<file path="src/design/rbj_pkg.sv">
// ----------------------------------------------------------------------------
// rbj_pkg: shared types, constants and delay tables for the backoff timer
// Holds the request and response layouts, action codes and the per-exponent
// delay constants (cap floor and jitter span).
// ----------------------------------------------------------------------------
`default_nettype none

package rbj_pkg;

  localparam int TIME_WIDTH  = 48;
  localparam int NEXT_WIDTH  = TIME_WIDTH + 1;
  localparam int RND_WIDTH   = 32;
  localparam int DELAY_WIDTH = 16;
  localparam int SUM_WIDTH   = DELAY_WIDTH + 1;
  localparam int SPAN_WIDTH  = 14;
  localparam int PROD_WIDTH  = 26;
  localparam int COUNT_WIDTH = 3;
  localparam int STEP_WIDTH  = 5;

  localparam logic [1:0] ACT_RESET = 2'd0;
  localparam logic [1:0] ACT_FAIL  = 2'd1;
  localparam logic [1:0] ACT_QUERY = 2'd2;

  localparam logic [COUNT_WIDTH-1:0] COUNT_MAX    = 3'd7;
  localparam logic [COUNT_WIDTH-1:0] MAX_EXPONENT = 3'd6;
  localparam logic [SUM_WIDTH-1:0]   MAX_DELAY_MS = 17'd60000;
  localparam logic [9:0]             US_PER_MS    = 10'd1000;
  localparam logic [STEP_WIDTH-1:0]  LAST_STEP    = 5'd31;

  typedef struct packed {
    logic [1:0]            action;
    logic [TIME_WIDTH-1:0] now_us;
    logic [RND_WIDTH-1:0]  jitter_seed;
  } req_t;

  typedef struct packed {
    logic [DELAY_WIDTH-1:0] backoff_ms;
    logic                   attempt_due;
  } rsp_t;

  // Capped base delay in ms for a failure count
  function automatic logic [DELAY_WIDTH-1:0] cap_of(input logic [COUNT_WIDTH-1:0] count);
    logic [DELAY_WIDTH-1:0] cap;
    case (count)
      3'd0:    cap = 16'd1000;
      3'd1:    cap = 16'd2000;
      3'd2:    cap = 16'd4000;
      3'd3:    cap = 16'd8000;
      3'd4:    cap = 16'd16000;
      3'd5:    cap = 16'd32000;
      default: cap = 16'd60000;
    endcase
    return cap;
  endfunction

  // Jitter modulus: cap/4 + 1
  function automatic logic [SPAN_WIDTH-1:0] span_of(input logic [COUNT_WIDTH-1:0] count);
    logic [DELAY_WIDTH-1:0] cap;
    cap = cap_of(count);
    return SPAN_WIDTH'(cap[DELAY_WIDTH-1:2]) + SPAN_WIDTH'(1);
  endfunction

  // Lowest delay: cap - cap/8
  function automatic logic [DELAY_WIDTH-1:0] floor_of(input logic [COUNT_WIDTH-1:0] count);
    logic [DELAY_WIDTH-1:0] cap;
    cap = cap_of(count);
    return cap - {3'b000, cap[DELAY_WIDTH-1:3]};
  endfunction

endpackage

`default_nettype wire

</file>
<file path="src/design/rbj_mod_unit.sv">
// ----------------------------------------------------------------------------
// rbj_mod_unit: serial remainder unit
// Restoring shift-subtract remainder of a 32-bit word by a 14-bit modulus,
// one dividend bit per cycle.
// ----------------------------------------------------------------------------
`default_nettype none

module rbj_mod_unit import rbj_pkg::*; (
  input  wire logic                  clk,
  input  wire logic                  rst,
  input  wire logic                  start,
  input  wire logic [RND_WIDTH-1:0]  dividend,
  input  wire logic [SPAN_WIDTH-1:0] divisor,
  output logic                       done,
  output logic [SPAN_WIDTH-1:0]      remainder
);

  logic                  run;
  logic [STEP_WIDTH-1:0] step;
  logic [RND_WIDTH-1:0]  dvd;
  logic [SPAN_WIDTH-1:0] dsr;
  logic [SPAN_WIDTH-1:0] rem;
  logic [SPAN_WIDTH:0]   shifted;
  logic [SPAN_WIDTH:0]   trial;
  logic [SPAN_WIDTH-1:0] rem_next;

  // Shift in next dividend bit and subtract when it fits
  always_comb begin
    shifted = {rem, dvd[RND_WIDTH-1]};
    trial   = shifted - {1'b0, dsr};
    if (shifted >= {1'b0, dsr}) begin
      rem_next = trial[SPAN_WIDTH-1:0];
    end else begin
      rem_next = shifted[SPAN_WIDTH-1:0];
    end
  end

  // Advance one bit per cycle
  always_ff @(posedge clk) begin
    if (rst) begin
      run  <= 1'b0;
      done <= 1'b0;
      step <= '0;
    end else begin
      done <= run && !start && (step == LAST_STEP);
      if (start) begin
        run  <= 1'b1;
        step <= '0;
      end else if (run) begin
        step <= step + STEP_WIDTH'(1);
        if (step == LAST_STEP) begin
          run <= 1'b0;
        end
      end
    end
  end

  // Operand and partial remainder registers
  always_ff @(posedge clk) begin
    if (start) begin
      dvd <= dividend;
      dsr <= divisor;
      rem <= '0;
    end else if (run) begin
      dvd <= {dvd[RND_WIDTH-2:0], 1'b0};
      rem <= rem_next;
    end
  end

  assign remainder = rem;

endmodule

`default_nettype wire

</file>
<file path="src/design/retry_backoff_jitter_timer.sv">
// ----------------------------------------------------------------------------
// retry_backoff_jitter_timer: exponential retry backoff with random jitter
// Sequencer around a serial remainder unit; keeps the failure count and
// the next attempt time, answers one response per request.
// ----------------------------------------------------------------------------
//  channel | signals                  | direction
//  --------+--------------------------+----------
//  req     | req_valid, req_stall, req| in
//  rsp     | rsp_valid, rsp_stall, rsp| out
//
//  Failure: the 32 remainder steps and the done pickup run in S_DIV, then
//  clamp, multiply by 1000, add and load run in S_CLAMP, S_MUL, S_ADD and
//  S_FIN; the next request is taken back in S_IDLE. Reset and query go from
//  S_IDLE straight to S_FIN, where the response loads. Requests are taken
//  only while idle; a stalled response holds the next result in its final state.
//  Reset (rst, synchronous) clears failure count and next attempt time.
// ----------------------------------------------------------------------------
`default_nettype none

module retry_backoff_jitter_timer import rbj_pkg::*; (
  input  wire logic clk,
  input  wire logic rst,
  input  wire logic req_valid,
  output logic      req_stall,
  input  wire req_t req,
  output logic      rsp_valid,
  input  wire logic rsp_stall,
  output rsp_t      rsp
);

  typedef enum logic [2:0] {
    S_IDLE,
    S_DIV,
    S_CLAMP,
    S_MUL,
    S_ADD,
    S_FIN
  } state_t;

  state_t                 state;
  req_t                   cur;
  logic [COUNT_WIDTH-1:0] fail_count;
  logic [NEXT_WIDTH-1:0]  next_attempt_time;
  logic [DELAY_WIDTH-1:0] delay;
  logic [PROD_WIDTH-1:0]  prod;

  logic                   accept;
  logic                   mod_start;
  logic                   mod_done;
  logic [SPAN_WIDTH-1:0]  mod_rem;
  logic [SUM_WIDTH-1:0]   sum;
  logic [SUM_WIDTH-1:0]   delay_next;
  logic                   due;
  logic                   out_free;

  assign req_stall = (state != S_IDLE);
  assign accept    = req_valid && !req_stall;
  assign mod_start = accept && (req.action == ACT_FAIL);
  assign out_free  = !rsp_valid || !rsp_stall;

  // Jitter remainder over the span for the current failure count
  rbj_mod_unit u_mod (
    .clk       (clk),
    .rst       (rst),
    .start     (mod_start),
    .dividend  (req.jitter_seed),
    .divisor   (span_of(fail_count)),
    .done      (mod_done),
    .remainder (mod_rem)
  );

  // Add jitter to floor and clamp to the maximum delay
  always_comb begin
    sum = SUM_WIDTH'(floor_of(fail_count)) + SUM_WIDTH'(mod_rem);
    if (sum > MAX_DELAY_MS) begin
      delay_next = MAX_DELAY_MS;
    end else begin
      delay_next = sum;
    end
  end

  // Query compare against the schedule
  assign due = ({1'b0, cur.now_us} >= next_attempt_time);

  // Sequencer, state and response register
  always_ff @(posedge clk) begin
    if (rst) begin
      state             <= S_IDLE;
      fail_count        <= '0;
      next_attempt_time <= '0;
      rsp_valid         <= 1'b0;
    end else begin
      // Raise valid when a result loads, drop it once taken
      if ((state == S_FIN) && out_free) begin
        rsp_valid <= 1'b1;
      end else if (!rsp_stall) begin
        rsp_valid <= 1'b0;
      end
      case (state)
        S_IDLE: begin
          if (accept) begin
            cur   <= req;
            delay <= '0;
            if (req.action == ACT_FAIL) begin
              state <= S_DIV;
            end else begin
              state <= S_FIN;
            end
          end
        end
        S_DIV: begin
          if (mod_done) begin
            state <= S_CLAMP;
          end
        end
        S_CLAMP: begin
          delay <= delay_next[DELAY_WIDTH-1:0];
          state <= S_MUL;
        end
        S_MUL: begin
          prod  <= PROD_WIDTH'(delay) * PROD_WIDTH'(US_PER_MS);
          state <= S_ADD;
        end
        S_ADD: begin
          next_attempt_time <= NEXT_WIDTH'(cur.now_us) + NEXT_WIDTH'(prod);
          if (fail_count != COUNT_MAX) begin
            fail_count <= fail_count + COUNT_WIDTH'(1);
          end
          state <= S_FIN;
        end
        S_FIN: begin
          if (out_free) begin
            rsp.backoff_ms  <= delay;
            rsp.attempt_due <= (cur.action == ACT_QUERY) && due;
            if (cur.action == ACT_RESET) begin
              fail_count        <= '0;
              next_attempt_time <= NEXT_WIDTH'(cur.now_us);
            end
            state <= S_IDLE;
          end
        end
        default: begin
          state <= S_IDLE;
        end
      endcase
    end
  end

endmodule

`default_nettype wire

</file>
<file path="config.mk">
export PLATFORM = sky130hd
export DESIGN_NAME = retry_backoff_jitter_timer
export DESIGN_NICKNAME = d
export VERILOG_FILES = /design/src/design/rbj_pkg.sv /design/src/design/rbj_mod_unit.sv /design/src/design/retry_backoff_jitter_timer.sv
export SDC_FILE = /design/constraint.sdc
export NUM_CORES = 1
export LEC_CHECK = 0
export ABC_CLOCK_PERIOD_IN_PS = 5500
export BUFFER_PORTS_ARGS = -buffer_cell sky130_fd_sc_hd__buf_2
export CAP_MARGIN = 20
export CORE_MARGIN = 5
export CORE_UTILIZATION = 45
export CTS_BUF_LIST = sky130_fd_sc_hd__clkbuf_2
export DETAILED_ROUTE_END_ITERATION = 12
export GPL_TIMING_DRIVEN = 0
export HOLD_SLACK_MARGIN = 0.02
export PLACE_DENSITY = 0.7
export SYNTH_ARGS = -nofsm -noshare
export SYNTH_HDL_FRONTEND = slang
export SYNTH_SLANG_ARGS = --single-unit
</file>
<file path="constraint.sdc">
create_clock -name clk -period 5.5 [get_ports clk]
set_input_delay 0.825 -clock clk [delete_from_list [all_inputs] [get_ports clk]]
set_output_delay 0.825 -clock clk [all_outputs]
set_load 0.05 [all_outputs]
</file>
==> impl_metrics.csv <==
group,metric,value,unit
run_status,outcome,"finished clean",
synth,synth_top_flop_cell,"edfxtp_1",
critical_path,critical_path_arrival,5930,ps
power,power,5940,µW
routing,vias,12500,
global_routing,met1_usage,26.3,%
power,swShare,38.0,%
global_routing,grt-ovfl-total,0,
power,ir_drop,0.173,mV
critical_path,crit_buf_inv,4,
critical_path,start_kind,"flop",
critical_path,critical-path-top-delay-family,"compound AO/OA/AOI/OAI gates",
critical_path,critical_path_class,"reg -> reg",
critical_path,cpPeakStageDelay,470,ps
layout,fin_nets,2075,
layout,area_growth,14.8,%
synth,yosysUniqueCellTypes,80,
synth,synth_area,15500,µm²
place,portBuffers,104,
power,powerDensity,334,nW/µm²
synth,seq_area_frac_synth,39.2,%
global_routing,met2_usage,33.7,%
critical_path,path_cells,"inv_1 > ha_1 > buf_2 > nor2b_2 > nor2_1 > nand2_1 > inv_1 > or4_1 > ha_2 > and2_1 > a31oi_4 > o211ai_1 > xnor2_1 > ha_1 > a21boi_2 > a2111o_1 > a31oi_2 > xor2_1 > o31ai_2 > buf_4 > nand2_1 > a31oi_1",
clock_network,cts_buffer_depth,3,
die,die_h,196,µm
global_routing,grtUsageMet3,4.14,%
synth,ys_ff_latch,228,
layout,fillers,3146,
die,row_count,68,
clock_network,clock_sinks,228,
timing,setup_viol,0,
die,dieArea,38200,µm²
power,intPower,3690,µW
timing,hold_violations,0,
routing,via_per_inst,5.51,
synth,synth.avg_cell_area,9.97,µm²
layout,fin_util,51.9,%
timing,drv_slew,0,
power,p_comb_share,40.3,%
place,place_inst,2119,
die,die_w,196,µm
global_routing,antenna_found_initial,2,
critical_path,worstPathRequired,6140,ps
routing,wirelength,39000,µm
routing,routedWlPerCell,17.2,µm
layout,drive_gt1_share,15.4,%
synth,async_flop_share,0,%
die,start_util,45.2,%
timing,max-slew-margin-rel,44.9,%
power,p_leak,0.00739,µW
timing,worst_pin_slew,822,ps
routing,ant_nets,0,
routing,drc,0,
place,hpwl,29000,µm
synth,yosys_warnings,0,
clock_network,cts_tree,"done",
power,p_clk_share,23.6,%
timing,fin_crit,5290,ps
critical_path,endpoint_kind,"flop",
die,io_pins,105,
worst_hold_path,hold_class,"in -> reg",
die,core_area,34300,µm²
routing,first_pass_iters,5,
global_routing,grt_max_degree,28,
timing,skew,104,ps
critical_path,crit_path_top_delay_cell,"a2111o_1",
clock_network,root_buffer,"clkbuf_2",
synth,syn-num-nets,1865,
clock_network,cts-htree-levels,3,
power,power.net_switching,2260,µW
timing,fmax,189,MHz
run,maxCapViolCount,0,
global_routing,grt_pass1_wl,64100,µm
global_routing,globalRouteTotalUtil,20.5,%
layout,stdcell_count,2275,
global_routing,first_global_vias,12900,
routing,drt-initial-drc-count,767,
synth,synth_edf_count,151,
clock_network,insertion_delay,950,ps
clock_network,numCtsBuffers,66,
timing,finalCritPeriodShare,96.2,%
global_routing,grt.busiest_layer,"met2",
clock_network,cts.clk_slew.worst_paths,100,ps
synth,netlist_instances,1555,
place,routabilityCongestion,0.925,
power,power_frac_seq,36.1,%
critical_path,worstPathMaxFanout,10,
## through the flow
| stage | instance area [µm²] | hold slack, ps | worst slack, ps | TNS, ps |
|---|---|---|---|---|
| 2_1_floorplan | 15500 | 425 | 610 | 0 |
| 3_3_place_gp | 16600 | 439 | -505 | -5900 |
| 3_5_place_dp | 16700 | 445 | -529 | -6290 |
| 4_1_cts | 17600 | 20.4 | 9.12 | 0 |
| 5_1_grt | 17800 | 21.4 | -31.9 | -31.9 |
| 6_report | 17800 | 92.2 | 207 | 0 |
## worst register-to-register path: cells and delay by family (launching register included)
family                   cells  cell delay [ps]
AND/OR/NAND/NOR              6             1210
XOR/XNOR                     2              460
buffers and inverters        4              580
adder cells (fa/ha/maj)      3              880
AO/OA/AOI/OAI                7             1500
flip-flops                   1              390
## power groups by stage
stage,clock (µW),combinational [µW],sequential [µW]
2_1_floorplan,0,1790,2130
3_3_place_gp,0,2190,2190
3_5_place_dp,0,2270,2190
4_1_cts,1450,2300,2150
5_1_grt,1550,2700,2160
6_report,1400,2390,2150
## cells by family (layout without fill, tap and decap cells)
kind of cell / after synthesis / count (layout) / share of synthesized area (%)
mux: 17 / 17 / 1.10
fa+ha+maj: 224 / 224 / 20.8
compound gates: 399 / 400 / 17.0
other cells: 0 / 3 / 0
flops: 228 / 228 / 39.2
buf+inv: 183 / 444 / 4.51
simple gates: 435 / 435 / 13.5
xor+xnor: 69 / 69 / 3.90
## synth_stat cells, drive strengths merged (3+ instances only)
cell     instances  share of area [%]
nand2          169                4.1
ha             167                 13
edfxtp         151                 29
inv            133                3.2
a21oi          117                3.8
o21ai           87                2.9
nor2            79                1.9
dfxtp           77                9.9
fa              57                7.4
xnor2           49                2.8
clkbuf          41               0.99
a21o            38                1.8
nor3            31                1.0
nand3           24               0.78
a211oi          22                1.2
a31oi           22               0.93
xor2            20                1.1
mux2i           17                1.1
and3            16               0.65
and2            15               0.61
nand2b          14               0.57
nand4           13               0.52
nor2b           13               0.52
o21a            13               0.73
or3             13               0.52
o211ai          12               0.58
o21bai          11               0.53
o221ai          11               0.62
o31ai           11               0.57
buf              9               0.29
nor4             9               0.36
or4              9               0.44
or2              8               0.32
nand3b           6               0.29
nand4b           5               0.28
o22ai            5               0.20
a31o             4               0.23
nor3b            4               0.19
o31a             4               0.23
a211o            3               0.17
a311oi           3               0.21
o2111ai          3               0.17
o311a            3               0.19
## per-layer routing
metal / up-vias / wire (µm)
met5: - / 13
met4: 2 / 1500
met3: 109 / 1840
met2: 303 / 18600
met1: 6039 / 17000
li1: 6089 / -
## cells in the final DEF, fill, tap and decap left out, types with 6 or more instances in the layout
cell and count:
mux2i_1 17, clkbuf_1 38, inv_1 132, nor4_1 7, and2_1 15, o21bai_1 11, a21oi_1 115, nand3_1 24
and3_1 16, a21o_1 38, ha_1 165, buf_2 108, nand2b_1 14, nor2b_1 12, or4_1 9, nor2_1 77
nand4_1 13, nor3_1 27, clkinv_1 10, or3_1 13, clkbuf_2 104, o31ai_1 9, fa_1 57, dfxtp_1 74
o221ai_1 11, a31oi_1 19, a211oi_1 19, nand2_1 169, o21ai_0 80, o21a_1 11, o211ai_1 12, nand3b_1 6
xor2_1 20, edfxtp_1 151, or2_2 8, xnor2_1 49, dlygate4sd3_1 29
## cell type report
type	count	area (µm²)	share of cell area (%)
antenna	3	7.51	0.0422
buffer	49	198	1.11
clock buffer	103	515	2.90
clock inverter	17	156	0.879
inverter	133	499	2.81
multi-input combinational	1145	8850	49.7
sequential	228	6080	34.2
tap	455	569	3.20
timing repair buffer	142	922	5.18
## flip-flops by register name (all words and copies together), names as in the netlist
| register | flops |
|---|---|
| fail_count | 3 |
| u_mod.remainder | 14 |
| u_mod.dsr | 13 |
| next_attempt_time | 49 |
| rsp | 17 |
| delay | 16 |
| u_mod.done | 1 |
| cur | 50 |
| state | 3 |
| u_mod.run | 1 |
| prod | 23 |
| rsp_valid | 1 |
| u_mod.dvd | 32 |
| u_mod.step | 5 |
## path summary, 6_finish.rpt
| kind | from | to | slack, ps | cells after the start |
|---|---|---|---|---|
| hold reg to reg | next_attempt_time[17] | next_attempt_time[17] | 460 | 2 |
| hold / removal | req[64] | cur[64] | 90 | 1 |
| setup / recovery | fail_count[0] | delay[11] | 210 | 22 |
| setup reg to reg | fail_count[0] | delay[11] | 210 | 22 |
## repair_timing
item | 4_1_cts | 5_1_grt
hold endpoints to repair | 22 | 7
cloned | 0 | 1
pin swaps | 2 | 6
buffers inserted | 0 | 3
resized for setup | 7 | 21
hold buffers | 22 | 7
setup endpoints to repair | 15 | 15
Power figures use the tool's default switching activity.
